File: src/design/scp_pkg.sv
`timescale 1ns / 1ps
// ----------------------------------------------------------------------------
// Sprite camera projection package
// Shared widths, fixed-point constants, the arctangent table, register
// indexes and the structures passed between the pipeline cells.
// ----------------------------------------------------------------------------
package scp_pkg;

   // Angle width of the CORDIC datapaths, in Q24 radians.
   localparam int Z_W = 28;
   // Sprite vectoring datapath: 33-bit offset scaled by 2^8 plus CORDIC growth.
   localparam int VS_W = 44;
   // Camera vectoring datapath: 16-bit direction scaled by 2^16 plus growth.
   localparam int VC_W = 35;
   // Rotating (cosine) datapath, Q24 with headroom.
   localparam int R_W = 27;
   // Magnitude after gain correction and the combined shift by 24.
   localparam int MAG_W = VS_W + 15 - 24;
   // Product of magnitude and cosine, and the distance taken from it.
   localparam int PROD_W = MAG_W + 1 + R_W;
   localparam int DIST_W = PROD_W - 25;
   // Quotient width of every divider chain.
   localparam int Q_W = 16;

   localparam logic signed [Z_W-1:0] PI_Q24  = 52707179;
   localparam logic signed [Z_W-1:0] RND_Q24 = 1024;
   localparam logic signed [16:0] PI_Q13      = 25736;
   localparam logic signed [16:0] TWO_PI_Q13  = 51472;
   localparam logic signed [16:0] HALF_PI_Q13 = 12868;
   localparam logic [15:0] GAIN_Q16 = 16'd39797;
   localparam logic signed [R_W-1:0] GAIN_Q24 = 10187176;

   // Arctangent of 2^-i in Q24 radians.
   localparam logic signed [Z_W-1:0] ATAN_Q24 [0:23] = '{
      13176795, 7778716, 4110060, 2086331, 1047215, 524117, 262124, 131070,
      65536, 32768, 16384, 8192, 4096, 2048, 1024, 512,
      256, 128, 64, 32, 16, 8, 4, 2
   };

   // Register indexes of the configuration port.
   localparam logic [2:0] CSR_FOV    = 3'd0;
   localparam logic [2:0] CSR_PW     = 3'd1;
   localparam logic [2:0] CSR_PD     = 3'd2;
   localparam logic [2:0] CSR_CH     = 3'd3;
   localparam logic [2:0] CSR_SH     = 3'd4;

   // Sideband carried along the cosine chain.
   typedef struct packed {
      logic                    vis;
      logic                    neg;
      logic signed [15:0]      ang;
      logic [MAG_W-1:0]        mag;
   } rot_side_type;

   // One finished result.
   typedef struct packed {
      logic        visible;
      logic [15:0] scale;
      logic [15:0] anchor_y;
      logic [15:0] anchor_x;
   } rsp_type;

endpackage

File: src/design/scp_rot_cell.sv
`timescale 1ns / 1ps
// ----------------------------------------------------------------------------
// Rotating CORDIC cell
// One micro-rotation that drives the residual angle toward zero.
// ----------------------------------------------------------------------------
module scp_rot_cell
   import scp_pkg::*;
#(
   parameter int SHIFT = 0,
   parameter int SW    = 1
) (
   input  logic                  clock,
   input  logic                  en,
   input  logic signed [R_W-1:0] in_x,
   input  logic signed [R_W-1:0] in_y,
   input  logic signed [Z_W-1:0] in_z,
   input  logic [SW-1:0]         in_side,
   output logic signed [R_W-1:0] out_x,
   output logic signed [R_W-1:0] out_y,
   output logic signed [Z_W-1:0] out_z,
   output logic [SW-1:0]         out_side
);

   logic signed [R_W-1:0] x_ff, x_in, y_ff, y_in;
   logic signed [Z_W-1:0] z_ff, z_in;
   logic [SW-1:0]         side_ff;

   // Rotate toward the sign of the residual angle.
   always_comb begin
      if (in_z >= 0) begin
         x_in = in_x - (in_y >>> SHIFT);
         y_in = in_y + (in_x >>> SHIFT);
         z_in = in_z - ATAN_Q24[SHIFT];
      end else begin
         x_in = in_x + (in_y >>> SHIFT);
         y_in = in_y - (in_x >>> SHIFT);
         z_in = in_z + ATAN_Q24[SHIFT];
      end
   end

   always_ff @(posedge clock) begin
      if (en) begin
         x_ff    <= x_in;
         y_ff    <= y_in;
         z_ff    <= z_in;
         side_ff <= in_side;
      end
   end

   assign out_x    = x_ff;
   assign out_y    = y_ff;
   assign out_z    = z_ff;
   assign out_side = side_ff;

endmodule

File: config.mk
export PLATFORM = sky130hd
export DESIGN_NAME = scp_rot_cell
export DESIGN_NICKNAME = d
export VERILOG_FILES = /design/src/design/scp_pkg.sv /design/src/design/scp_rot_cell.sv
export SDC_FILE = /design/constraint.sdc
export NUM_CORES = 1
export LEC_CHECK = 0
export BUFFER_PORTS_ARGS = -buffer_cell sky130_fd_sc_hd__buf_4
export CORE_ASPECT_RATIO = 0.75
export CORE_MARGIN = 2
export CORE_UTILIZATION = 57
export CTS_CLUSTER_DIAMETER = 60
export DETAILED_ROUTE_END_ITERATION = 8
export GPL_TIMING_DRIVEN = 0
export PLACE_DENSITY = 0.82
export SYNTH_ARGS = -nofsm -noshare
export SYNTH_HDL_FRONTEND = slang
export SYNTH_SLANG_ARGS = --single-unit
File: constraint.sdc
create_clock -name clock -period 6.4 [get_ports clock]
set_input_delay 0.64 -clock clock [delete_from_list [all_inputs] [get_ports clock]]
set_output_delay 0.64 -clock clock [all_outputs]
set_load 0.05 [all_outputs]
; After elaboration in Yosys (flattened, before gate mapping)
; Index checks and enable logic that the tools add are counted.
[op_classes]
add_sub_neg = 5
n_lt_le_gt_ge = 1
n_mux = 3
[op_table]
columns = cell, n
row1 = two-way mux 27 bit, 2
row2 = subtractor 27 bit, 2
row3 = "adder 28 x 25 -> 28 bit, second input constant", 1
row4 = ">= comparator 28 x 1 -> 1 bit, second input constant", 1
row5 = two-way mux 28 bit, 1
row6 = "subtractor 28 x 25 -> 28 bit, second input constant", 1
row7 = adder 27 bit, 1
[totals]
register_bits = 83
in_bits = 85
elab_cells = 13

; Logic depth before layout (Yosys ltp)
[depth]
word_depth = 2
ltp_mapped = 18

; Least setup slack after synthesis
; OpenSTA, ideal clock, no wires.
[synth_path]
kind = in2reg
startpoint = input in_z[27]
endpoint = register z_ff[27], in the netlist out_z[27] (data pin)
arrival_time_ns = 4.400
setup_slack_ns = 1.732
stages = 17
path_buffers = 2
cell_sequence = inv_1 ha_1 nor4b_1 nand4_1 o21ai_1 clkbuf_1 buf_1 ha_1 o21ai_0 o21bai_1 a21oi_1 o41ai_1 o31ai_1 a41oi_1 a41o_1 o41ai_1 xnor2_1
[synth_via]
elab_chain_len = 2
elab_cells_between_ends = 4
[synth_lines]
columns = element, line_no
row1 = from (decl), scp_rot_cell.sv:16  ; input logic signed [Z_W-1:0] in_z,
row2 = adder 28 x 25 -> 28 bit (tied with other cells), scp_rot_cell.sv:37  ; z_in = in_z + ATAN_Q24[SHIFT];
row3 = two-way mux 28 bit *, scp_rot_cell.sv:30  ; if (in_z >= 0) begin
row4 = net z_in[27], scp_rot_cell.sv:25  ; logic signed [Z_W-1:0] z_ff, z_in;
row5 = to (signal assigned), scp_rot_cell.sv:45  ; z_ff <= z_in;
row6 = to (decl), scp_rot_cell.sv:25
; The timed path passes the listed nets; every way through them passes the cells marked *.
; A chain may end at the register's enable or synchronous reset.

; Worst setup path in the final report
; Ends and elaborated chain as after synthesis.

==> qor_table.md <==
| Parameter | Reported | Unit |
|:---|:---|:---|
| Die area | 15400 | um^2 |
| Slew Limit Fails | 0 | - |
| Share of the cycle needed by the critical path after routing | 94.3 | % |
| Cell area after technology mapping | 8240 | um^2 |
| Clock tree from TritonCTS | done | - |
| Post-route DRC | 0 | - |
| Total congestion overflow | 0 | - |
| H-tree depth | 3 | - |
| Clock sink count | 82 | - |
| Clock transition at the registers of the reported paths | 0.06 | ns |
| Detailed-placement wirelength estimate | 19.3 | mm |
| Number of flops mapped to enable cells by yosys | 82 | - |
| CP Launch Type | input pin | - |
| Total wirelength of the detailed-routed design | 24.6 | mm |
| Vias in the first global route | 7274 | - |
| Count of endpoints failing setup in the final report | 0 | - |
| # diodes | 0 | - |
| Synthesis-to-finish area growth | 21.7 | % |
| Maximum number of pins on one net before global-route repair | 83 | - |
| Post-synthesis sequential area ratio | 29.9 | % |
| Final weighted congestion in routability-driven placement | 1.00 | - |
| Via-to-Cell Ratio | 5.96 | - |
| Top fanout value on the critical path | 22 | - |
| Overall fraction of global-route tracks in use | 31.6 | % |
| Yosys reg bits | 82 | - |
| Synthesized instance count | 954 | - |
| Detailed Routing Iterations Pass 1 | 5 | - |
| Clk Tree Root Cell | clkbuf_16 | - |
| Height of the die | 108 | um |
| Post-Synthesis Net Count | 1148 | - |
| Starting density of the core | 57.6 | % |
| Asr flop ratio synth | 0 | % |
| Slowest stage cell on the critical path | clkdlybuf4s15_1 | - |
| Leakage power of the design | 4.51 | nW |
| Power per Cell Area | 236 | nW/um^2 |
| Peak clock frequency supported by timing | 0.166 | GHz |
| # hold bufs at CTS | 0 | - |
| Number of vias in the routed layout | 7973 | - |
| Area fraction of the dominant cell type after synthesis | 29.9 | % |
| Post-DRT Antenna Nets | 0 | - |
| Unrepaired setup endpoints after global routing | false | - |
| Fraction of final layout cells sized beyond drive strength 1 | 17.4 | % |
| Quantity of I/O buffers inserted on ports | 167 | - |
| Yosys warning count | 0 | - |
| Count of final hold-check violations | 0 | - |
| Most instantiated flip-flop cell in the synthesis netlist | edfxtp_1 | - |
| Pwr Total | 0.00236 | W |
| Count of max-cap constraint violations | 0 | - |
| Yosys top cell by area | edfxtp_1 | - |
| Clock buffers created by TritonCTS | 9 | - |
| VDD IR-drop max | 0.112 | mV |
| Post-DR wirelength/cell | 18.4 | um |
| Worst min-delay path class | in2reg | - |
| Status | complete, no violations | - |
| Boundary pin count | 168 | - |
| Crit path capture type | flop | - |
| Delay contributed by the slowest stage of the critical path | 1.04 | ns |
| Critical path arrival | 6.13 | ns |
| Starting DRT DRC Count | 832 | - |
| Cell-by-cell listing of the critical path | buf_4 > inv_1 > ha_1 > nor4b_1 > nand4_1 > o21ai_1 > clkbuf_1 > clkdlybuf4s15_1 > ha_1 > o21ai_0 > o21bai_1 > a21oi_1 > o41ai_1 > o31ai_1 > a41oi_1 > a41o_1 > o41ai_1 > xnor2_1 | - |
| Cell row count | 38 | - |
| Minimum hold slack | 0.463 | ns |
| Min Tclk post-route | 6.04 | ns |
| Max-Slew Margin vs Limit | 4.83 | % |
| Syn avg cell area | 8.64 | um^2 |
| Summed negative setup slack over all endpoints | 0 | ns |
| Post-synth cell types | 64 | - |
| Die X | 143 | um |
| Net count of the finished layout | 1326 | - |
| Cell types occupying the most area after synthesis | edfxtp_1, ha_1, xnor2_1 | - |
| Classification of the worst setup path | in2reg | - |
| Wire length of the first global-routing pass | 37.7 | mm |
| Worst slew pin tran | 1.43 | ns |
| Clock Tree Buf Depth | 2 | - |
| Critical path data required time | 6.49 | ns |
| Standard cell core area | 14300 | um^2 |
| Antenna violations before repair | 0 | - |
[Yosys cell counts (4+ instances only)]
master and number:
o31ai_1 7, nand4_1 10, a21o_1 32, nand2_1 54
o21a_1 8, mux2i_1 10, o21bai_1 21, a31oi_1 12
and2_1 5, a21oi_1 103, nand3_1 15, clkbuf_1 26
nor4_1 12, nor3_1 21, buf_1 4, edfxtp_1 82
xor2_1 11, fa_1 4, o21ai_0 68, ha_1 105
o211ai_1 7, a21boi_0 7, nand2b_1 15, nor2_1 77
nor2b_1 12, a211oi_1 10, xnor2_1 62, o41ai_1 6
or2_2 4, inv_1 89
[cell families after synthesis]
| logic type | after synthesis | share of synthesized area [%] |
|---|---|---|
| simple gates | 241 | 14.0 |
| buf+inv | 127 | 5.92 |
| mux | 10 | 1.22 |
| compound gates | 312 | 24.3 |
| xor+xnor | 73 | 7.76 |
| flops | 82 | 29.9 |
| fa+ha+maj | 109 | 16.9 |
[metal layers]
metal  part of all wire [%]  GRT usage (%)
met1                     44           45.3
met2                     42           47.7
met3                     11           7.93
met4                    2.2           8.77
met5                      0              0
[power by group]
part           switching (W)  total [W]  internal [W]
clock network       0.000224   0.000489      0.000265
logic               0.000757    0.00113      0.000373
registers          0.0000278   0.000741      0.000713
[critical path: cells and delay by family]
kind | cells | cell delay, ns
XOR/XNOR | 1 | 0.13
buffers and inverters | 4 | 1.86
AO/OA/AOI/OAI | 9 | 2.51
AND/OR/NAND/NOR | 2 | 0.40
adder cells (fa/ha/maj) | 2 | 0.58
[registers in the layout, summed over array words and instances (netlist names)]
| register | cells |
|---|---|
| out_z | 28 |
| out_y | 26 |
| out_side | 1 |
| out_x | 27 |
[area by class of cell]
type                            count  area [um^2]
Multi-Input combinational cell    745         5290
Fill cell                        1175         4290
Tap cell                          200          250
Buffer                             35          149
Clock inverter                      7         48.8
Inverter                           92          345
Sequential cell                    82         2460
Clock buffer                        9          225
Timing Repair Buffer              167         1250
[per-stage QoR]
| stage | setup WS (ns) | std cells | cell area (um^2) | utilization [%] |
|---|---|---|---|---|
| 2_1_floorplan | 1.73 | 954 | 8240 | - |
| 3_3_place_gp | 0.0375 | 1321 | 9740 | 68.1 |
| 3_5_place_dp | 0.0629 | 1321 | 9740 | 68.1 |
| 4_1_cts | 0.424 | 1337 | 10000 | 70.0 |
| 5_1_grt | 0.0506 | 1337 | 10000 | 70.0 |
| 6_report | 0.364 | 1337 | 10000 | 70.0 |
[path summary, 6_finish.rpt]
kind / from / depth (start not counted) / to / slack [ns]
max: in_z[27] / 18 / out_z[27]$_DFFE_PP_ / 0.36
min: in_side / 1 / out_side$_DFFE_PP_ / 0.46
[placed cells by master, fill, tap and decap left out, drive strengths merged, types with 15 or more instances in the layout]
master / count
o21bai: 21
o21ai: 70
clkbuf: 35
nor3: 21
xnor2: 62
inv: 93
edfxtp: 82
a21o: 32
nor2: 77
nand2: 54
nand3: 15
nand2b: 15
buf: 175
a21oi: 104
ha: 105
[timing repair]
action | 4_1_cts | 5_1_grt
endpoints found under the setup margin | 0 | 1
resized for setup | 0 | 1
setup buffers | 0 | 0
hold endpoints to repair | 0 | 0
(Power assumes the default switching activity.)
