<file path="config.mk">
export PLATFORM = sky130hd
export DESIGN_NAME = scp_vec_cell
export DESIGN_NICKNAME = d
export VERILOG_FILES = /design/src/design/scp_pkg.sv /design/src/design/scp_vec_cell.sv
export SDC_FILE = /design/constraint.sdc
export NUM_CORES = 1
export LEC_CHECK = 0
export ABC_AREA = 1
export ABC_CLOCK_PERIOD_IN_PS = 2300
export BUFFER_PORTS_ARGS = -buffer_cell sky130_fd_sc_hd__buf_2
export CORE_MARGIN = 4
export CORE_UTILIZATION = 45
export DETAILED_ROUTE_END_ITERATION = 10
export GPL_TIMING_DRIVEN = 1
export PLACE_DENSITY = 0.65
export SYNTH_ARGS = -nofsm -noshare
export SYNTH_HDL_FRONTEND = slang
export SYNTH_SLANG_ARGS = --single-unit
</file>
<file path="constraint.sdc">
create_clock -name clock -period 2.3 [get_ports clock]
set_input_delay 0.46 -clock clock [delete_from_list [all_inputs] [get_ports clock]]
set_output_delay 0.46 -clock clock [all_outputs]
set_load 0.05 [all_outputs]
</file>
<file path="src/design/scp_pkg.sv">
`timescale 1ns / 1ps
// ----------------------------------------------------------------------------
// Sprite camera projection package
// Shared widths, fixed-point constants, the arctangent table, register
// indexes and the structures passed between the pipeline cells.
// ----------------------------------------------------------------------------
package scp_pkg;

   // Angle width of the CORDIC datapaths, in Q24 radians.
   localparam int Z_W = 28;
   // Sprite vectoring datapath: 33-bit offset scaled by 2^8 plus CORDIC growth.
   localparam int VS_W = 44;
   // Camera vectoring datapath: 16-bit direction scaled by 2^16 plus growth.
   localparam int VC_W = 35;
   // Rotating (cosine) datapath, Q24 with headroom.
   localparam int R_W = 27;
   // Magnitude after gain correction and the combined shift by 24.
   localparam int MAG_W = VS_W + 15 - 24;
   // Product of magnitude and cosine, and the distance taken from it.
   localparam int PROD_W = MAG_W + 1 + R_W;
   localparam int DIST_W = PROD_W - 25;
   // Quotient width of every divider chain.
   localparam int Q_W = 16;

   localparam logic signed [Z_W-1:0] PI_Q24  = 52707179;
   localparam logic signed [Z_W-1:0] RND_Q24 = 1024;
   localparam logic signed [16:0] PI_Q13      = 25736;
   localparam logic signed [16:0] TWO_PI_Q13  = 51472;
   localparam logic signed [16:0] HALF_PI_Q13 = 12868;
   localparam logic [15:0] GAIN_Q16 = 16'd39797;
   localparam logic signed [R_W-1:0] GAIN_Q24 = 10187176;

   // Arctangent of 2^-i in Q24 radians.
   localparam logic signed [Z_W-1:0] ATAN_Q24 [0:23] = '{
      13176795, 7778716, 4110060, 2086331, 1047215, 524117, 262124, 131070,
      65536, 32768, 16384, 8192, 4096, 2048, 1024, 512,
      256, 128, 64, 32, 16, 8, 4, 2
   };

   // Register indexes of the configuration port.
   localparam logic [2:0] CSR_FOV    = 3'd0;
   localparam logic [2:0] CSR_PW     = 3'd1;
   localparam logic [2:0] CSR_PD     = 3'd2;
   localparam logic [2:0] CSR_CH     = 3'd3;
   localparam logic [2:0] CSR_SH     = 3'd4;

   // Sideband carried along the cosine chain.
   typedef struct packed {
      logic                    vis;
      logic                    neg;
      logic signed [15:0]      ang;
      logic [MAG_W-1:0]        mag;
   } rot_side_type;

   // One finished result.
   typedef struct packed {
      logic        visible;
      logic [15:0] scale;
      logic [15:0] anchor_y;
      logic [15:0] anchor_x;
   } rsp_type;

endpackage

</file>
<file path="src/design/scp_vec_cell.sv">
`timescale 1ns / 1ps
// ----------------------------------------------------------------------------
// Vectoring CORDIC cell
// One micro-rotation that drives y toward zero and accumulates the heading.
// ----------------------------------------------------------------------------
module scp_vec_cell
   import scp_pkg::*;
#(
   parameter int W     = 44,
   parameter int SHIFT = 0,
   parameter int SW    = 1
) (
   input  logic                  clock,
   input  logic                  en,
   input  logic signed [W-1:0]   in_x,
   input  logic signed [W-1:0]   in_y,
   input  logic signed [Z_W-1:0] in_z,
   input  logic [SW-1:0]         in_side,
   output logic signed [W-1:0]   out_x,
   output logic signed [W-1:0]   out_y,
   output logic signed [Z_W-1:0] out_z,
   output logic [SW-1:0]         out_side
);

   logic signed [W-1:0]   x_ff, x_in, y_ff, y_in;
   logic signed [Z_W-1:0] z_ff, z_in;
   logic [SW-1:0]         side_ff;

   // Rotate against the sign of y.
   always_comb begin
      if (in_y < 0) begin
         x_in = in_x - (in_y >>> SHIFT);
         y_in = in_y + (in_x >>> SHIFT);
         z_in = in_z - ATAN_Q24[SHIFT];
      end else begin
         x_in = in_x + (in_y >>> SHIFT);
         y_in = in_y - (in_x >>> SHIFT);
         z_in = in_z + ATAN_Q24[SHIFT];
      end
   end

   always_ff @(posedge clock) begin
      if (en) begin
         x_ff    <= x_in;
         y_ff    <= y_in;
         z_ff    <= z_in;
         side_ff <= in_side;
      end
   end

   assign out_x    = x_ff;
   assign out_y    = y_ff;
   assign out_z    = z_ff;
   assign out_side = side_ff;

endmodule

</file>
Yosys cells after proc, flatten, opt, wreduce, memory -nomap -nowiden
Index checks and enable logic that the tools add are counted.

word-level totals
  flip-flop bits (word level) = 117
  output and inout bits = 117

operators by class
  add/subtract/negate cells = 5
  $lt $le $gt $ge = 1
  multiplexer cells = 3

operators by type and width
  operator                                                                number
  44-bit two-way mux                                                      2
  44-bit subtractor                                                       2
  44-bit adder                                                            1
  44-bit by 1-bit < comparator with 1-bit output (second input constant)  1
  28-bit by 25-bit adder with 28-bit output (second input constant)       1
  28-bit two-way mux                                                      1
  28-bit by 25-bit subtractor with 28-bit output (second input constant)  1

Logic depth before layout (Yosys ltp)
Gate-level depths: netlist of the first run.

  depth after elaboration = 2
  gate-level depth with buffers = 17
  mapped depth without buffers = 17

Worst setup path after synthesis of the first run
Ideal clock, no wire load.

  path type = input to register
  from = in in_y[43]
  to = reg z_ff[26] (netlist: out_z[26]) (data pin)
  setup time = 253 ps
  data arrival time = 2023 ps
  slack = 25 ps
  stages = 13
  buffers on the path = 1
  cell sequence = inv_2 buf_2 ha_1 a21oi_1 nand2_1 nand3_1 nand2_1 nand4_1 nand2_1 nand2_1 nand3_1 nand2_1 nand2_1

on the way
  longest elaborated chain between the ends = 2

ends and longest elaborated chain
  what                                            line                text
  start: declaration                              scp_vec_cell.sv:16  input logic signed [W-1:0] in_y,
  44-bit by 1-bit < comparator with 1-bit output  scp_vec_cell.sv:31  if (in_y < 0) begin
  28-bit two-way mux                              scp_vec_cell.sv:31
  via z_in[26]                                    scp_vec_cell.sv:26  logic signed [Z_W-1:0] z_ff, z_in;
  end signal: assignment                          scp_vec_cell.sv:46  z_ff <= z_in;
  end: declaration                                scp_vec_cell.sv:26

The timed path passes the listed nets, and every way through them passes these cells.
A chain may end at the register's enable or synchronous reset.

Final worst setup path of the first run
  from = in in_x[3]
  to = reg x_ff[40] (netlist: out_x[40]) (data pin)

on the way
  longest elaborated chain between the ends = 2

ends and longest elaborated chain
  what                                                      line                                    text
  start: declaration                                        scp_vec_cell.sv:15                      input logic signed [W-1:0] in_x,
  44-bit adder / 44-bit subtractor (equally long branches)  scp_vec_cell.sv:36, scp_vec_cell.sv:32
  44-bit two-way mux *                                      scp_vec_cell.sv:31
  via x_in[40]                                              scp_vec_cell.sv:25                      logic signed [W-1:0] x_ff, x_in, y_ff, y_in;
  end signal: assignment                                    scp_vec_cell.sv:44                      x_ff <= x_in;
  end: declaration                                          scp_vec_cell.sv:25

The timed path passes the listed nets; every way through them passes the cells marked *.

==> run summary, run 1 <==
The maximum count of clock buffers along a single path is 2. The share of power burned in registers is 0.233, and the share of the clock period used by the worst path is 0.976. The logs give 19715 for the number of global-route vias before repair and 0 for the final setup violation count. The flow ran to the end, and the final reports show no timing, DRC or antenna violations.

The worst setup path is captured at a flop. The Yosys step of the flow raised 0 warnings. Class of the most critical setup path: input pin to flop. After the last flow step, the layout net total stands at 3658.

The largest fanout of any net on the critical path works out to 7. The number of clock sinks was 116. The synthesized design contains 116 enable-type register cells.

The critical path starts at in_x[3]. After detailed routing, the average wire length per cell comes to 18.2 um. The remaining design rule violation count is 0, and the number of nets with antenna violations after routing is 0.

The switching share of total power was 0.453; the combined area of all synthesized cells was 16100 um2. The count of cell types in the netlist was 46. Synthesis-stage register bit count: 116.

The first global-routing pass estimated 106000 um of wire. Counting every instance in the synthesized netlist gives 2640. For this design the total switching power over the nets is 5.56 mW. In this run the count of I/O pins placed on the die edge is 236.

The power density over the cells came out at 542 nW/um2. The synthesized net count was 2918; the share of post-route cells with drive strength above 1 was 0.293. The number of H-tree levels was 4. Clock-pin slew was measured on the worst setup and hold paths at 0.07 ns.

Across all setup checks in the final design, the least slack found is 0.0559 ns. The number of input and output port buffers inserted was 235. The placed standard-cell area was 21600 um2; the layout-stage area growth over the synthesis result was 40.7%.

The library cell used most frequently in the layout, excluding fill and tap cells, is nand2_1. TritonCTS created 17 clock buffers. The final count of hold timing violations was 0; the data required time of the critical path was 2.53 ns.

For the pin with the worst max-slew slack, the measured transition is 0.775 ns. Summed over all layers, the global routing overflow is 0. Timing analysis after detailed placement gives a worst setup slack of -0.646 ns. The congestion estimate from routability-driven global placement came to 1.09. In the layout the commonest cells are 854 x nand2_1, 540 x buf_4, 455 x inv_1. Following the worst setup path forward leads to its endpoint at out_x[40]. The run gives 0.649 as the utilization after layout.

The tools report the sequential area share after synthesis as 0.217. The overall routing resource usage was 0.350; the HPWL reported at the end of detailed placement was 59700 um. For this run, the leading register cell type out of synthesis is edfxtp_1. The run gives 0 as the final count of pins violating max slew. TritonCTS built the clock tree.

The cell sitting at the root of the clock tree is a clkbuf_16. The average size of a mapped cell works out to 6.09 um2. In this run, the number of DRC markers left after iteration 0 of detailed routing was 1916. The total area inside the core boundary comes to 34900 um2. The tools report the internal power as 6.70 mW. The total power was 12.3 mW.

Setup repair after global routing could not meet its margin everywhere. The logs give 0.237 for the proportion of power drawn by the clock network and 0.705 mV for the peak supply drop. In this run the horizontal extent of the chip is 197 um. The run gives 0 as the number of max-cap violations. The total of hold buffers inserted after clock tree synthesis was 0.

The final standard cell area without fillers was 22600 um2; the maximum clock frequency was 0.446 GHz. The share of synthesized flip-flops with an asynchronous set or reset came out at 0. edfxtp_1 takes more of the synthesized area than any other cell.

Critical path launch point type: an input pin. The final critical delay including setup and external delays was 2.24 ns. The run gives 0.530 as the combinational share of power. The tools report the floorplan row count as 68.

Ranked by total cell area, the synthesized netlist is headed by edfxtp_1 22%, nand2_1 20%, ha_1 12%. Number of antenna violations at the first check in global routing: 0. Class of the worst hold path: input pin to flop. Number of iterations in the first detailed-routing pass: 8. The floorplan step defined a die boundary enclosing 38800 um2. The run gives 0.461 as the starting density of the core. At the worst endpoint, the arrival time is 2.47 ns. The cell leakage power came out at 12.5 nW.

For the worst slack on hold paths, the log shows 0.186 ns. The sum of routed wire length over all layers was 70200 um. Entering global routing, the biggest net connects 59 pins. The die extent in y is 197 um, and the share of the synthesized area in the top cell type is 0.217. Detailed routing inserted a total of 20165 vias. Using the TritonRoute via totals, the vias-per-cell ratio works out to 5.24. The relative max-transition margin came out at 0.483.
routing by layer:
layer | wire length [um] | vias to the layer above | GRT usage
met4 | 3490 | 0 | 0.158
met3 | 6430 | 170 | 0.0519
met2 | 31400 | 980 | 0.569
li1 | - | 9815 | -
met5 | 0 | - | 0
met1 | 28900 | 9200 | 0.463
power by group through the flow:
stage / registers, mW / logic (mW) / clock network [mW]
2_1_floorplan: 3.97 / 2.49 / 0
4_1_cts: 2.86 / 6.27 / 2.92
6_report: 2.85 / 6.50 / 2.91
3_3_place_gp: 2.89 / 6.16 / 0
3_5_place_dp: 2.89 / 6.23 / 0
5_1_grt: 2.88 / 6.96 / 3.02
how the worst min path moves through the flow:
stage | from | endpoint | slack (ns) | depth (start not counted)
after global placement | in_side | out_side | 0.64 | 1
after floorplan | in_side | out_side | 0.56 | 0
after CTS | in_side | out_side | 0.18 | 1
after global routing | in_side | out_side | 0.18 | 1
after detailed placement | in_side | out_side | 0.65 | 1
final | in_side | out_side | 0.19 | 1
per-stage QoR:
step	cells	TNS, ns
detailed placement	3815	-29.96
finish	3849	0
global placement	3815	-27.25
global route	3848	-0.133
CTS	3847	0
floorplan	2640	0
synth_stat cells, types with 6 or more instances:
library cell,instances
edfxtp_1,116
xor2_1,46
nand4_1,24
o21bai_1,29
buf_6,9
o22ai_1,7
o21ai_0,102
inv_1,455
buf_4,29
buf_2,11
xnor2_1,8
nand2_1,870
a21oi_1,162
ha_1,155
nand2_2,15
nand3_1,234
clkbuf_1,6
nor2_2,40
nor3_1,15
nor2_1,233
what timing repair did:
| item | 4_1_cts | 5_1_grt |
|---|---|---|
| gates cloned | 0 | 0 |
| buffers inserted | 0 | 1 |
| endpoints found under the setup margin | 6 | 65 |
| endpoints found under the hold margin | 0 | 0 |
| pin swaps | 0 | 6 |
| gates resized for setup | 4 | 115 |
critical path, stage by stage:
cell and delay [ns]:
buf_2 0.10, inv_1 0.04, ha_1 0.38, nand2_1 0.19, inv_1 0.08, nand2_1 0.06
nand3_1 0.07, buf_4 0.18, nand2_1 0.09, nand2_1 0.12, nand3_1 0.18, nand2_1 0.07
nor2_1 0.16, nand3_1 0.12, nand3_1 0.10, nand2_1 0.06
state kept, by name (all words and copies together) (netlist names):
signal    cells
out_side      1
out_z        28
out_x        44
out_y        43
cell type report:
cell class / count / area [um2]
clock inverter: 15 / 185
clock buffer: 17 / 425
tap: 455 / 569
inverter: 461 / 1730
sequential: 116 / 3480
timing repair buffer: 780 / 5350
multi-input combinational: 2004 / 10900
antenna: 1 / 2.50
fill: 3227 / 12300
kinds of logic (layout without fill, tap and decap cells):
logic type      after synthesis  in the layout  share of synthesized area
fa+ha+maj                   159            159                      0.126
xor+xnor                     54             54                     0.0294
buf+inv                     520           1273                      0.133
simple gates               1454           1454                      0.379
mux                           2              2                    0.00124
other cells                   0              1                          0
flops                       116            116                      0.217
compound gates              335            335                      0.116
Note: power is estimated with default switching activity, not from simulation.
==> inputs of run 2 (changes only) <==
--- a/config.mk
+++ b/config.mk
@@ -5,14 +5,14 @@
 export SDC_FILE = /design/constraint.sdc
 export NUM_CORES = 1
 export LEC_CHECK = 0
-export ABC_AREA = 1
+export ABC_AREA = 0
 export ABC_CLOCK_PERIOD_IN_PS = 2300
 export BUFFER_PORTS_ARGS = -buffer_cell sky130_fd_sc_hd__buf_2
 export CORE_MARGIN = 4
 export CORE_UTILIZATION = 45
 export DETAILED_ROUTE_END_ITERATION = 10
 export GPL_TIMING_DRIVEN = 1
-export PLACE_DENSITY = 0.65
+export PLACE_DENSITY = 0.67
 export SYNTH_ARGS = -nofsm -noshare
 export SYNTH_HDL_FRONTEND = slang
 export SYNTH_SLANG_ARGS = --single-unit
==> run 2 against run 1 <==
Against the previous run:
- the run now ends with negative setup slack left
- final cell count shrank 29%
- first-iteration DRC count shrank 6.9%
- utilization grew 16 points
- total power grew 3.0%
- combinational power grew 8.2%
- synthesized cell count shrank 43%
- worst hold slack gained 0.015 ns
- sequential cell count is the same
- final area shrank 2.9%
- global-route usage shrank 1.3 points
- largest cell class unchanged
==> run summary, run 2 <==
The average routed wire per standard cell works out to 20.8 um (+14%). For the sum of routed wire length over all layers, the log shows 56900 um (-19%). The combined area of all synthesized cells was 12500 um2 (-22%). The detail-routed via count per cell is 5.78 (+10%). The share of the synthesized area in the top cell type is 0.279 (+0.0628), and the number of flops mapped to enable cells by yosys is 116 (unchanged). The worst hold path stage count was 1 (unchanged). The starting density of the core is 0.460 (-0.000962). The tools report the total of hold buffers inserted after clock tree synthesis as 0 (unchanged). The largest fanout of any net on the critical path is 4 (-3). HPWL reported at the end of detailed placement: 41000 um (-31%). The cell sitting at the root of the clock tree is a clkbuf_16. The final count of hold timing violations was 0 (unchanged); the number of H-tree levels was 4 (unchanged).

The power density over the cells was 574 nW/um2 (+6.0%). The checks that failed: negative setup slack. The number of input and output port buffers inserted works out to 235 (unchanged). The die extent in y is 174 um (-11%). Final critical delay including setup and external delays: 3.05 ns (+0.804 ns). The placed standard-cell area was 18500 um2 (-14%). For the sequential area share after synthesis, the log shows 0.279 (+0.0628).

The most critical setup path has its startpoint at in_x[1]. Endpoint class of the critical path: a flop. For the cell leakage power, the log shows 10.1 nW (-19%).

The run gives 3.23 ns (+0.76 ns) as the signal arrival time at the worst endpoint. The maximum clock frequency was 0.328 GHz (-26%); the slew of the pin with the lowest slew margin was 1.15 ns (+0.379 ns). The number of flip-flops under the largest register name is 44 (unchanged), and the number of filler cells placed in the layout is 1674 (-48%). TritonCTS built the clock tree. The worst setup path is of the input pin to flop kind. The floorplan row count is 60 (-12%). The commonest cells after synthesis are 202 x a21oi_1, 155 x ha_1, 140 x inv_1. Leaving out fill and tap cells, the most frequent cell in the layout is buf_4. The tools report the overall via count from detail_route as 15782 (-22%). The share of synthesized flip-flops with an asynchronous set or reset came out at 0 (unchanged). The number of global-route vias before repair was 15180 (-23%). The synthesized net count is 1791 (-39%), and the floorplan core area is 27100 um2 (-22%). The final standard cell area without fillers was 22000 um2 (-2.9%); the final setup violation count was 83 (+83). For the die outline area, the log shows 30400 um2 (-22%).

The number of iterations in the first detailed-routing pass is 6 (-2). The global-route wire length before repair was 82400 um (-22%). The startpoint identified for the worst hold timing path is in_side. The tools report the final count of pins violating max slew as 0 (unchanged). The run gives 71 (+20%) as the largest net degree at the start of global routing. The logs give 0.964 (-11%) for the weighted congestion reported at the end of routability-driven placement and 0 (unchanged) for the number of max-cap violations. The average size of a mapped cell is 8.24 um2 (+35%).

The run finished, with violations left. The run gives 1783 (-6.9%) as the DRC violation total after the first TritonRoute iteration. The min-delay analysis places its worst path in the category input pin to flop. Total overflow reported by the global router: 0 (unchanged). Yosys attributes the largest share of cell area to edfxtp_1 28%, ha_1 16%, a21oi_1 8.1%. For the worst-case setup slack after placement, the log shows -1.33 ns (-0.684 ns).

The most used flip-flop cell after synthesis is edfxtp_1. The clock-pin transition on the worst setup and hold timing paths is 0.07 ns (about the same), and the relative max-transition margin is 0.231 (-0.253). The chip width was 174 um (-11%); the share of the clock period used by the worst path was 1.33 (+0.350). For the flip-flop and latch area, the log shows 3480 um2 (unchanged).

The synthesis-stage register bit count came out at 116 (unchanged). The remaining design rule violation count came out at 0 (unchanged). Top cell type by total area after synthesis: edfxtp_1. The number of buffers created by CTS was 17 (unchanged); the share of post-route cells with drive strength above 1 was 0.529 (+0.236). The logs give 2 (unchanged) for the maximum count of clock buffers along a single path and 2.48 ns (-0.05 ns) for the data required time of the critical path. STA classifies the critical path startpoint as an input pin. The worst path setup slack after routing is -0.748 ns (-0.804 ns), and the cell count after synthesis is 1513 (-43%). The layout-stage area growth over the synthesis result was 76.3%; the area used by multi-input combinational logic was 10400 um2 (-4.6%). Setup repair after global routing could not meet its margin everywhere.

The run gives 0 (unchanged) as the number of nets with antenna violations after routing. The most used standard cell by instance count after synthesis was a21oi_1. The count of cell types in the netlist came out at 66 (+43%). The number of nets in the final layout is 2622 (-28%). The number of clock sinks came out at 116 (unchanged). The overall routing resource usage was 0.338 (-0.0127); the number of antenna violations at the first check in global routing was 2 (+2).

For the peak supply drop, the log shows 0.516 mV (-27%). The tools report the count of synthesis-stage warnings from yosys as 0 (unchanged). The total I/O pin count is 236 (unchanged). The top cell types in the final layout, fill and taps aside, are 571 x buf_4, 213 x buf_2, 122 x inv_1. The critical path ends at out_y[40].
[run 2: changes by cell type after synthesis, moves of 28 or more]
cell,delta
nand2_1,-790
inv_1,-315
nand3_1,-209
nor2_1,-101
xnor2_1,+84
a21oi_1,+40
nor2_2,-40
clkbuf_1,+38
a21o_1,+33
xor2_1,-29
buf_4,-28
[run 2: cell families (layout without fill, tap and decap cells)]
logic type      Yosys count  after routing  synth area share
compound gates          530            530             0.261
xor+xnor                109            109            0.0766
fa+ha+maj               159            159             0.162
buf+inv                 205           1049            0.0628
flops                   116            116             0.279
mux                      23             23            0.0185
other cells               0              2                 0
simple gates            371            371             0.140
[run 2: stage by stage]
step                      hold slack, ns   util  TNS, ns  total power, mW  cells
final                              0.201  0.811   -34.05             12.6   2731
after global routing               0.189  0.811   -38.83             13.1   2731
after CTS                          0.196  0.763   -25.55             11.9   2692
after detailed placement           0.645  0.682   -76.65             8.75   2605
after global placement             0.642  0.682   -72.15             8.68   2605
after floorplan                    0.559      -   -25.62             6.35   1513
[run 2: layer usage]
layer,vias to the layer above,track usage,wire (um)
li1,7150,-,-
met1,7514,0.457,23300
met2,929,0.558,26600
met3,189,0.0542,4870
met4,0,0.0980,2120
met5,-,0,0
[run 2: final cells by class]
class	instances	area share
antenna	2	0.000228
clock buffer	20	0.0199
clock inverter	12	0.00490
inverter	142	0.0268
multi-input combinational	1192	0.472
sequential	116	0.158
tap	372	0.0212
timing repair buffer	874	0.296
timing repair inverter	1	0.000740
[run 2: where the power goes]
part / internal, mW / switching [mW]
Clock: 1.49 / 1.16
Sequential: 2.82 / 0.126
Combinational: 2.87 / 4.16
[run 2: repair_timing]
action	4_1_cts	5_1_grt
buffers inserted	67	57
resized for setup	295	220
pin swaps	131	152
gates cloned	1	1
endpoints found under the setup margin	82	86
[run 2: how the worst min path moves through the flow]
stage / to / slack, ns
2_1_floorplan: out_side / 0.56
3_3_place_gp: out_side / 0.64
3_5_place_dp: out_side / 0.65
4_1_cts: out_side / 0.20
5_1_grt: out_side / 0.19
6_report: out_side / 0.20
[run 2: critical path, stage by stage]
cell	delay [ns]
buf_8	0.08
clkinvlp_4	0.10
buf_4	0.14
buf_6	0.11
fa_2	0.41
o21bai_4	0.19
a2111oi_4	0.10
nor3_2	0.23
o21ai_1	0.09
buf_4	0.16
a21oi_4	0.20
a31oi_4	0.14
o221ai_4	0.28
o311ai_1	0.14
a32oi_1	0.27
xnor2_1	0.12
