`src/design/scp_pkg.sv`:
```
`timescale 1ns / 1ps
// ----------------------------------------------------------------------------
// Sprite camera projection package
// Shared widths, fixed-point constants, the arctangent table, register
// indexes and the structures passed between the pipeline cells.
// ----------------------------------------------------------------------------
package scp_pkg;

   // Angle width of the CORDIC datapaths, in Q24 radians.
   localparam int Z_W = 28;
   // Sprite vectoring datapath: 33-bit offset scaled by 2^8 plus CORDIC growth.
   localparam int VS_W = 44;
   // Camera vectoring datapath: 16-bit direction scaled by 2^16 plus growth.
   localparam int VC_W = 35;
   // Rotating (cosine) datapath, Q24 with headroom.
   localparam int R_W = 27;
   // Magnitude after gain correction and the combined shift by 24.
   localparam int MAG_W = VS_W + 15 - 24;
   // Product of magnitude and cosine, and the distance taken from it.
   localparam int PROD_W = MAG_W + 1 + R_W;
   localparam int DIST_W = PROD_W - 25;
   // Quotient width of every divider chain.
   localparam int Q_W = 16;

   localparam logic signed [Z_W-1:0] PI_Q24  = 52707179;
   localparam logic signed [Z_W-1:0] RND_Q24 = 1024;
   localparam logic signed [16:0] PI_Q13      = 25736;
   localparam logic signed [16:0] TWO_PI_Q13  = 51472;
   localparam logic signed [16:0] HALF_PI_Q13 = 12868;
   localparam logic [15:0] GAIN_Q16 = 16'd39797;
   localparam logic signed [R_W-1:0] GAIN_Q24 = 10187176;

   // Arctangent of 2^-i in Q24 radians.
   localparam logic signed [Z_W-1:0] ATAN_Q24 [0:23] = '{
      13176795, 7778716, 4110060, 2086331, 1047215, 524117, 262124, 131070,
      65536, 32768, 16384, 8192, 4096, 2048, 1024, 512,
      256, 128, 64, 32, 16, 8, 4, 2
   };

   // Register indexes of the configuration port.
   localparam logic [2:0] CSR_FOV    = 3'd0;
   localparam logic [2:0] CSR_PW     = 3'd1;
   localparam logic [2:0] CSR_PD     = 3'd2;
   localparam logic [2:0] CSR_CH     = 3'd3;
   localparam logic [2:0] CSR_SH     = 3'd4;

   // Sideband carried along the cosine chain.
   typedef struct packed {
      logic                    vis;
      logic                    neg;
      logic signed [15:0]      ang;
      logic [MAG_W-1:0]        mag;
   } rot_side_type;

   // One finished result.
   typedef struct packed {
      logic        visible;
      logic [15:0] scale;
      logic [15:0] anchor_y;
      logic [15:0] anchor_x;
   } rsp_type;

endpackage

```
`src/design/scp_div_cell.sv`:
```
`timescale 1ns / 1ps
// ----------------------------------------------------------------------------
// Restoring divider cell
// Decides quotient bit J by one compare and subtract of the shifted divisor.
// ----------------------------------------------------------------------------
module scp_div_cell
   import scp_pkg::*;
#(
   parameter int RW = 40,
   parameter int DW = 38,
   parameter int J  = 15,
   parameter int SW = 1
) (
   input  logic            clock,
   input  logic            en,
   input  logic [RW-1:0]   in_r,
   input  logic [DW-1:0]   in_d,
   input  logic [Q_W-1:0]  in_q,
   input  logic [SW-1:0]   in_side,
   output logic [RW-1:0]   out_r,
   output logic [DW-1:0]   out_d,
   output logic [Q_W-1:0]  out_q,
   output logic [SW-1:0]   out_side
);

   localparam int CW = (RW > DW + J + 1) ? RW : DW + J + 1;

   logic [CW-1:0]  trial;
   logic           fits;
   logic [RW-1:0]  r_ff, r_in;
   logic [DW-1:0]  d_ff;
   logic [Q_W-1:0] q_ff, q_in;
   logic [SW-1:0]  side_ff;

   // Subtract the divisor at weight 2^J when it fits.
   always_comb begin
      trial = CW'(in_d) << J;
      fits  = CW'(in_r) >= trial;
      r_in  = fits ? RW'(CW'(in_r) - trial) : in_r;
      q_in  = in_q | (Q_W'(fits) << J);
   end

   always_ff @(posedge clock) begin
      if (en) begin
         r_ff    <= r_in;
         d_ff    <= in_d;
         q_ff    <= q_in;
         side_ff <= in_side;
      end
   end

   assign out_r    = r_ff;
   assign out_d    = d_ff;
   assign out_q    = q_ff;
   assign out_side = side_ff;

endmodule

```
`config.mk`:
```
export PLATFORM = sky130hd
export DESIGN_NAME = scp_div_cell
export DESIGN_NICKNAME = d
export VERILOG_FILES = /design/src/design/scp_pkg.sv /design/src/design/scp_div_cell.sv
export SDC_FILE = /design/constraint.sdc
export NUM_CORES = 1
export LEC_CHECK = 0
export BUFFER_PORTS_ARGS = -buffer_cell sky130_fd_sc_hd__buf_2
export CAP_MARGIN = 20
export CELL_PAD_IN_SITES_DETAIL_PLACEMENT = 1
export CELL_PAD_IN_SITES_GLOBAL_PLACEMENT = 2
export CORE_MARGIN = 10
export CORE_UTILIZATION = 29
export CTS_BUF_LIST = sky130_fd_sc_hd__clkbuf_8
export CTS_CLUSTER_DIAMETER = 100
export DETAILED_ROUTE_END_ITERATION = 8
export GPL_TIMING_DRIVEN = 0
export PLACE_DENSITY = 0.86
export SYNTH_ARGS = -nofsm -noshare
export SYNTH_HDL_FRONTEND = slang
export SYNTH_SLANG_ARGS = --single-unit
```
`constraint.sdc`:
```
create_clock -name clock -period 2.5 [get_ports clock]
set_input_delay 0 -clock clock [delete_from_list [all_inputs] [get_ports clock]]
set_output_delay 0 -clock clock [all_outputs]
set_load 0.01 [all_outputs]
```
Yosys cells after proc, flatten, opt, wreduce, memory -nomap -nowiden
Cells that the tools add are included.
W data, S select, Z words.
{ "word_totals": {"reg_bits": 95, "output_inout_bits": 95, "in_bits": 97, "elab_cells": 8} }
{ "classes": {"n_bitwise": 1, "muxes": 1, "n_addsub": 1, "magnitude_cmp": 1} }
{ "op_table": {"columns": ["op", "n"], "rows": [
  ["$ge A40 B53 Y1", 1],
  ["$mux W40", 1],
  ["$sub A40 B40 Y40", 1],
  ["$or A16 B16 Y16", 1]
]} }

Logic depth before layout (Yosys ltp)
Gate-level depths: netlist of run 1.
{ "logic_depth": {"word_depth": 2, "depth_mapped": 13} }

Worst setup path after synthesis of run 1
Ideal clock, no wire load.
{ "synth_timing": {"kind": "input port to flip-flop", "start": "in in_r[15]", "end": "reg r_ff[22] (netlist: out_r[22]) (data pin)", "setup_ns": 0.260, "path_slack_ns": 0.009, "stages": 13, "required_ns": 2.240, "n_path_buf": 2, "t_arrival_ns": 2.230, "cell_sequence": "inv_1 -> ha_1 -> fa_1 -> nand2b_1 -> a21oi_2 -> o211a_1 -> a31oi_2 -> nand3_2 -> a41oi_2 -> o22a_1 -> buf_6 -> buf_12 -> mux2_4"} }
{ "synth_via": {"elab_chain_len": 2, "word_cells_on_any_way": 3, "classes_between": "add/sub: 1; order compare: 1; mux: 1"} }
{ "synth_rtl": {"columns": ["element", "line", "source"], "rows": [
  ["from (decl)", "scp_div_cell.sv:16", "input logic [RW-1:0] in_r,"],
  ["$ge A40 B53 Y1 / $sub A40 B40 Y40 (equally long branches)", "scp_div_cell.sv:38, scp_div_cell.sv:39", null],
  ["$mux W40 (*)", "scp_div_cell.sv:39", "r_in = fits ? RW'(CW'(in_r) - trial) : in_r;"],
  ["named net r_in[22]", "scp_div_cell.sv:30", "logic [RW-1:0] r_ff, r_in;"],
  ["to (signal assigned)", "scp_div_cell.sv:45", "r_ff <= r_in;"],
  ["to (decl)", "scp_div_cell.sv:30", null]
]} }
Mark *: on every way through the listed nets, which the timed path passes. The rest lies on a longest branch.
A chain may end at the register's enable or synchronous reset.

Worst setup path after layout of run 1
{ "layout_timing": {"start": "in in_d[22]", "end": "reg r_ff[25] (netlist: out_r[25]) (data pin)"} }
{ "layout_via": {"elab_chain_len": 2} }
{ "layout_rtl": {"columns": ["element", "line", "source"], "rows": [
  ["from (decl)", "scp_div_cell.sv:17", "input logic [DW-1:0] in_d,"],
  ["$ge A40 B53 Y1", "scp_div_cell.sv:38", "fits = CW'(in_r) >= trial;"],
  ["$mux W40", "scp_div_cell.sv:39", null],
  ["named net r_in[25]", "scp_div_cell.sv:30", null]
]} }
The timed path passes the listed nets, and every way through them passes these cells.

==> run_results.csv, run 1 <==
group,metric,value,unit
setup_path,crit_path_top_delay_cell,"dlygate4sd3_1",
layout,multi_input_area,1790,µm²
power,power_density,527,nW/µm²
logic_synthesis,synth.net_count,473,
setup_path,worst_ep_required_time,2.63,ns
setup_path,crit_type,"input pin to flip-flop",
die,io_pins,192,
die,die_x,148,µm
min_path,min_path_cells,3,
timing,max-slew-margin-rel,0.699,
global_route,antenna_found_initial,0,
detailed_routing,drc,0,
detailed_routing,num_vias,3963,
min_path,worstHoldStart,"in_r[16]",
placement,placed_area,6040,µm²
setup_path,start_kind,"input pin",
logic_synthesis,netlist_instances,350,
layout,mostFrequentLayoutCell,"buf_2",
power,p_leak,0.00318,µW
layout,final_util,0.451,
detailed_routing,wl_per_cell,18.0,µm
logic_synthesis,async_flop_share,0,
logic_synthesis,synth.cell_area,4780,µm²
detailed_routing,dr.pass1.iters,4,
setup_path,end_kind,"flip-flop",
clocking,clockBufferDepth,2,
layout,drive_above_1_share,0.397,
setup_path,cp_max_fo,10,
logic_synthesis,synth_edf_count,95,
timing,finalMaxSlewViolations,0,
timing,finalCritPeriodShare,0.957,
setup_path,cp_num_cells,11,
timing,fmax,418,MHz
layout,area_growth,51.1,%
global_route,grt_use_total,0.140,
setup_path,path_buf_inv,5,
placement,gp_congestion,0.778,
logic_synthesis,synthFlopType,"edfxtp_1",
clocking,cts_root_buffer,"clkbuf_8",
layout,final_cell_mix,"buf_2 (195), edfxtp_1 (95), dlygate4sd3_1 (94)",
logic_synthesis,ys_warn_count,0,
die,start_util,0.299,
logic_synthesis,ys_ff_latch,95,
power,vdd_drop_max,0.249,mV
logic_synthesis,synth.avg_cell_area,13.7,µm²
die,dieArea,22000,µm²
layout,nets,771,
global_route,grt_pass1_vias,4449,
detailed_routing,wirelength,15.6,mm
global_route,grt_max_degree,68,
clocking,cts_tree,"built",
global_route,overflow,0,
placement,hpwl,11.7,mm
min_path,hp-class,"input pin to flip-flop",
detailed_routing,ant_nets,0,
layout,fin_cells,869,
layout,fillers,1807,
clocking,cts_made_buffers,9,
clocking,cts.sinks,95,
run_status,outcome,"finished clean",
timing,finalSetupViolations,0,
timing,hold_ws,0.0657,ns
layout,regArea,2850,µm²
logic_synthesis,synth_cell_types,53,
timing,final_hold_viol_count,0,
setup_path,crit_arrival,2.52,ns
clocking,path_clk_slew,0.10,ns
die,core_area,16000,µm²
job,cap_viol_max_count,0,
setup_path,crit_chain,"dlygate4sd3_1, buf_2, inv_1, ha_2, nand3_1, nor4_2, a21oi_1, o22a_1, buf_6, buf_12, mux2_4",
setup_path,critPathTopFamily,"buffers and inverters",
die,dieHeight,148,µm
timing,setup-tns-final,0,ns
global_route,grt_pass1_wl,24.5,mm
placement,dp_cells,758,
layout,fin_area,7220,µm²
placement,port_buffers,191,
die,fp-row-count,46,
min_path,min_to,"out_r[16]",
detailed_routing,via_per_inst,4.56,
setup_path,cp_slowest_stage_delay,0.55,ns
timing,tightest_slew,0.451,ns
detailed_routing,drt-initial-drc-count,120,
timing,final.min_clock_period,2.39,ns
logic_synthesis,yosysSeqAreaShare,0.597,
clocking,cts-htree-levels,3,
layout,antennaDiodeCount,0,
## how the worst max path moves through the flow
stage | from | slack [ns] | end
after floorplan | in_r[15] | 0.009 | out_r[22]
after global placement | in_r[15] | -0.44 | out_r[25]
after detailed placement | in_r[15] | -0.46 | out_r[30]
after CTS | in_r[15] | 0.02 | out_r[25]
after global routing | in_r[15] | -0.02 | out_r[25]
final | in_d[22] | 0.11 | out_r[25]
## flip-flops by register name, summed over array words and instances (netlist names)
register	cells
out_r	40
out_q	16
out_side	1
out_d	38
## cells in the mapped netlist (2+ instances only)
cell	n	share of area
nor2_1	17	0.013
o211a_1	2	0.0042
nand4_1	4	0.0052
nor2b_1	3	0.0039
buf_12	2	0.0084
o21ai_0	13	0.014
a21oi_1	20	0.021
edfxtp_1	95	0.60
a21o_1	7	0.011
or3_1	3	0.0039
nor4_1	8	0.010
mux2_4	17	0.053
nor3_1	3	0.0031
buf_2	5	0.0052
xor2_1	4	0.0073
ha_1	25	0.065
o21bai_1	3	0.0047
mux2_2	6	0.014
nand2_1	17	0.013
o21ai_2	2	0.0037
a31oi_1	4	0.0052
nand2b_1	6	0.0079
nand3_1	7	0.0073
xnor2_1	15	0.027
a21boi_0	2	0.0031
a21oi_2	3	0.0055
and3_1	2	0.0026
inv_1	29	0.023
mux2i_1	2	0.0042
## routing by layer
| metal | global-route usage | routed length (µm) | up-vias |
|---|---|---|---|
| met5 | 0 | 0 | - |
| met4 | 0.0406 | 259 | 0 |
| met3 | 0.0407 | 958 | 16 |
| met2 | 0.250 | 8040 | 115 |
| met1 | 0.157 | 6360 | 1917 |
| li1 | - | - | 1915 |
## layout make-up
class                           instances  share of cell area
Buffer                                  8              0.0106
Clock buffer                            9              0.0172
Clock inverter                          7             0.00849
Inverter                               29              0.0151
Multi-Input combinational cell        218               0.248
Sequential cell                        95               0.395
Tap cell                              216              0.0374
Timing Repair Buffer                  287               0.268
## metrics by stage
step | total power [µW] | worst slack [ns]
floorplan | 2380 | 0.00946
global placement | 2700 | -0.437
detailed placement | 2730 | -0.462
CTS | 3860 | 0.0238
global route | 4030 | -0.0164
finish | 3800 | 0.107
## cell families (layout without fill, tap and decap cells)
kind of cell               after synthesis  in the layout  share of synthesized area
xor gates and xnor gates                19             19                     0.0348
buffers and inverters                   37            340                     0.0387
AOI/OAI and AO/OA                       69             69                      0.100
DFF                                     95             95                      0.597
and+or+nand+nor                         79             79                     0.0880
adders and majority gates               26             26                     0.0696
muxes                                   25             25                     0.0717
## where the power goes
part	switching [µW]	total, µW	leakage [µW]	internal [µW]
Clock	599	982	0.0000940	383
Combinational	474	905	0.00216	431
Sequential	28.5	1920	0.000930	1890
## what timing repair did
action | in CTS | in global routing
buffers inserted | 0 | 1
hold endpoints to repair | 94 | 0
gates resized for setup | 2 | 7
hold buffers | 94 | 0
cloned | 0 | 0
pin swaps | 2 | 2
setup endpoints to repair | 17 | 17
No activity file was read; power rests on OpenSTA's default activity.
==> run 2: changes to the inputs <==
CTS_CLUSTER_SIZE = 8   (was default)
PLACE_DENSITY = 0.8   (was 0.86)
==> run_results.csv, run 2 (synthesized netlist as in run 1, its figures left out) <==
group,metric,value,unit
min_path,hp-class,"input pin to flip-flop",
timing,finalMaxSlewViolations,0,
global_route,grt_pass1_wl,23.6,mm
timing,hold_ws,0.0248,ns
global_route,antenna_found_initial,1,
clocking,clockBufferDepth,2,
setup_path,end_kind,"flip-flop",
detailed_routing,wirelength,15.4,mm
clocking,path_clk_slew,0.11,ns
detailed_routing,dr.pass1.iters,4,
layout,mostFrequentLayoutCell,"buf_2",
layout,nets,773,
detailed_routing,drt-initial-drc-count,135,
placement,dp_slack,-0.476,ns
job,cap_viol_max_count,0,
timing,setup_ws,0.121,ns
setup_path,crit_type,"input pin to flip-flop",
global_route,grt_pass1_vias,4437,
layout,largest_register_ffs,40,
timing,finalCritPeriodShare,0.952,
die,fp-row-count,46,
clocking,cts_made_buffers,9,
global_route,grt_max_degree,67,
power,vdd_drop_max,0.221,mV
die,dieArea,22000,µm²
power,power_density,530,nW/µm²
global_route,grt_use_total,0.136,
setup_path,start_kind,"input pin",
die,io_pins,192,
placement,gp_congestion,0.787,
layout,drive_above_1_share,0.398,
setup_path,worst_ep_required_time,2.63,ns
clocking,cts_root_buffer,"clkbuf_8",
timing,max-slew-margin-rel,0.710,
layout,final_cell_mix,"buf_2 (195), edfxtp_1 (95), dlygate4sd3_1 (94)",
power,finalPower,3840,µW
clocking,cts.sinks,95,
placement,port_buffers,191,
detailed_routing,num_vias,3938,
timing,final_hold_viol_count,0,
timing,finalSetupViolations,0,
power,p_leak,0.00319,µW
die,die_x,148,µm
detailed_routing,wl_per_cell,17.7,µm
setup_path,crit_arrival,2.51,ns
detailed_routing,ant_nets,0,
detailed_routing,drc,0,
run_status,outcome,"finished clean",
timing,final.min_clock_period,2.38,ns
die,start_util,0.299,
detailed_routing,via_per_inst,4.52,
clocking,cts_tree,"built",
die,core_area,16000,µm²
timing,setup-tns-final,0,ns
global_route,overflow,0,
die,dieHeight,148,µm
layout,final_util,0.453,
setup_path,cp_max_fo,10,
clocking,cts-htree-levels,3,
placement,hpwl,11.7,mm
timing,fmax,420,MHz
timing,tightest_slew,0.435,ns
layout,area_growth,51.7,%
[run 2: metal layers]
metal	track usage	share of wire
met2	0.247	0.52
met3	0.0473	0.064
met1	0.147	0.41
met5	0	0
met4	0.0317	0.0093
[run 2: through the flow]
| stage | instance area [µm²] | std cells |
|---|---|---|
| floorplan | 4780 | 350 |
| global placement | 6010 | 757 |
| detailed placement | 6040 | 758 |
| CTS | 7190 | 868 |
| global route | 7250 | 872 |
| finish | 7250 | 872 |
[run 2: worst max-delay path, stage by stage]
cell	delay (ns)
buf_2	0.08
inv_1	0.04
ha_1	0.23
fa_2	0.36
nand2b_4	0.17
a21oi_4	0.18
o211a_1	0.24
a31oi_4	0.13
nand3_2	0.12
a41oi_2	0.12
o22a_1	0.21
buf_6	0.15
buf_12	0.15
mux2_4	0.30
[run 2: cell type report]
cell class	count	area [µm²]
Fill cell	1756	8750
Sequential cell	95	2850
Timing Repair Buffer	289	1950
Multi-Input combinational cell	218	1790
Tap cell	216	270
Clock buffer	9	124
Inverter	29	109
Buffer	8	76.3
Clock inverter	7	75.1
Antenna cell	1	2.50
[run 2: what timing repair did]
item | 4_1_cts | 5_1_grt
setup endpoints to repair | 17 | 17
gates resized for setup | 2 | 7
endpoints found under the hold margin | 94 | 0
setup buffers | 0 | 3
hold buffers | 94 | 0
pin swaps | 2 | 4
[run 2: path summary, 6_finish.rpt]
| path | startpoint | endpoint | slack, ns | cells past startpoint |
|---|---|---|---|---|
| worst min-delay path | in_r[16] | out_r[16] | 0.02 | 3 |
| worst max-delay path | in_r[15] | out_r[28] | 0.12 | 14 |
[run 2: where the power goes]
group | total (µW) | switching (µW) | internal [µW]
combinational | 904 | 470 | 434
clock | 1020 | 624 | 394
sequential | 1920 | 28.3 | 1890
==> run 3: changes to the inputs <==
--- a/config.mk
+++ b/config.mk
@@ -7,5 +7,4 @@
 export LEC_CHECK = 0
 export BUFFER_PORTS_ARGS = -buffer_cell sky130_fd_sc_hd__buf_2
-export CAP_MARGIN = 20
 export CELL_PAD_IN_SITES_DETAIL_PLACEMENT = 1
 export CELL_PAD_IN_SITES_GLOBAL_PLACEMENT = 2
==> constraint.sdc (replaced) <==
create_clock -name clock -period 2.5 [get_ports clock]
set_input_delay 0.125 -clock clock [delete_from_list [all_inputs] [get_ports clock]]
set_output_delay 0.125 -clock clock [all_outputs]
set_load 0.01 [all_outputs]
==> run_results.csv, run 3 (synthesized netlist as in run 1, its figures left out) <==
group,metric,value,unit
detailed_routing,ant_nets,0,
timing,final_hold_viol_count,0,
detailed_routing,wl_per_cell,18.6,µm
detailed_routing,wirelength,16.0,mm
layout,fillers,1748,
die,dieArea,22000,µm²
placement,port_buffers,191,
detailed_routing,drt-initial-drc-count,167,
setup_path,crit_type,"input pin to flip-flop",
timing,setup_ws,0.00176,ns
timing,tightest_slew,0.397,ns
detailed_routing,via_per_inst,4.53,
die,dieHeight,148,µm
setup_path,worst_ep_required_time,2.63,ns
clocking,clockBufferDepth,2,
die,io_pins,192,
setup_path,end_kind,"flip-flop",
layout,final_cell_mix,"buf_2 (191), edfxtp_1 (95), dlygate4sd3_1 (69)",
layout,mostFrequentLayoutCell,"buf_2",
timing,finalCritPeriodShare,0.999,
power,power_density,530,nW/µm²
timing,finalMaxSlewViolations,0,
clocking,cts-htree-levels,3,
global_route,overflow,0,
detailed_routing,num_vias,3899,
layout,largest_register_ffs,40,
setup_path,cp_max_fo,5,
layout,multi_input_area,1910,µm²
detailed_routing,drc,0,
global_route,grt_use_total,0.136,
global_route,grt_pass1_wl,23.5,mm
setup_path,start_kind,"input pin",
min_path,hp-class,"input pin to flip-flop",
layout,area_growth,53.0,%
global_route,grt_pass1_vias,4363,
setup_path,crit_arrival,2.63,ns
layout,drive_above_1_share,0.446,
power,vdd_drop_max,0.224,mV
power,p_leak,0.00323,µW
job,cap_viol_max_count,0,
die,start_util,0.299,
clocking,cts_made_buffers,9,
layout,regArea,2850,µm²
die,core_area,16000,µm²
layout,nets,762,
timing,max-slew-margin-rel,0.733,
timing,finalSetupViolations,0,
global_route,antenna_found_initial,1,
placement,dp_slack,-0.507,ns
placement,gp_congestion,0.807,
run_status,outcome,"finished clean",
global_route,grt_max_degree,69,
timing,fmax,400,MHz
timing,final.min_clock_period,2.50,ns
timing,rsz0062_at_grt,"yes",
clocking,cts_root_buffer,"clkbuf_8",
placement,hpwl,11.8,mm
power,finalPower,3880,µW
detailed_routing,dr.pass1.iters,4,
clocking,path_clk_slew,0.12,ns
die,fp-row-count,46,
min_path,min_path_cells,2,
clocking,cts.sinks,95,
die,die_x,148,µm
clocking,cts_tree,"built",
==> run 3: cell types whose count changed in the layout (fill, tap and decap cells not counted), moves of 3 or more <==
cell and change:
ha_1 -4, inv_1 -3, ha_4 +6, dlygate4sd3_1 -25, buf_4 +11, mux2_4 +4, buf_2 -4, mux2_2 -4
==> run 3: cell type report <==
cell class	count	share of cell area
multi-input cells	218	0.262
well taps	216	0.0369
flip-flops and latches	95	0.390
plain buffers	8	0.0104
clock inverters	7	0.0118
clock buffers	9	0.0169
inverters	29	0.0152
repair buffers	278	0.257
diodes	1	0.000342
==> run 3: critical path, stage by stage <==
cell	delay (ns)
buf_6	0.08
inv_4	0.03
ha_4	0.16
fa_2	0.35
nand2b_4	0.16
a21oi_4	0.15
o211a_1	0.24
a31oi_4	0.14
nand3_2	0.12
a41oi_2	0.12
o22a_1	0.21
buf_6	0.13
buf_12	0.13
clkbuf_16	0.15
mux2_4	0.29
==> run 3: layer usage <==
metal	vias up	track usage	routed length, µm
met4	0	0.0322	196
met2	122	0.242	8110
met3	10	0.0467	1040
met1	1869	0.152	6690
li1	1898	-	-
met5	-	0	0
==> run 3: metrics by stage <==
step,area [µm²],cells,hold slack [ns],util,TNS (ns)
floorplan,4790,350,0.224,-,0
global placement,6020,757,0.302,0.376,-10.58
detailed placement,6050,758,0.304,0.378,-11.35
CTS,6980,846,0.000106,0.436,-0.00613
global route,7310,860,0.0321,0.457,-1.02
finish,7310,861,0.0626,0.457,0
==> run 3: power breakdown <==
group          total (µW)  internal (µW)  switching [µW]
Combinational         923            441             482
Clock                1030            402             631
Sequential           1920           1890            30.3
Total                3880           2730            1140
==> run 3: final timing paths <==
kind,startpoint,endpoint,slack [ns]
max,in_r[15],out_r[22],0.002
min,in_r[17],out_r[17],0.06
==> run 3: repair_timing <==
item                                    CTS  global route
endpoints found under the hold margin    69             1
gates cloned                              0             1
endpoints found under the setup margin   17            19
pin swaps                                 3            18
hold buffers                             69             1
gates resized for setup                   1            38
buffers inserted                          3            14
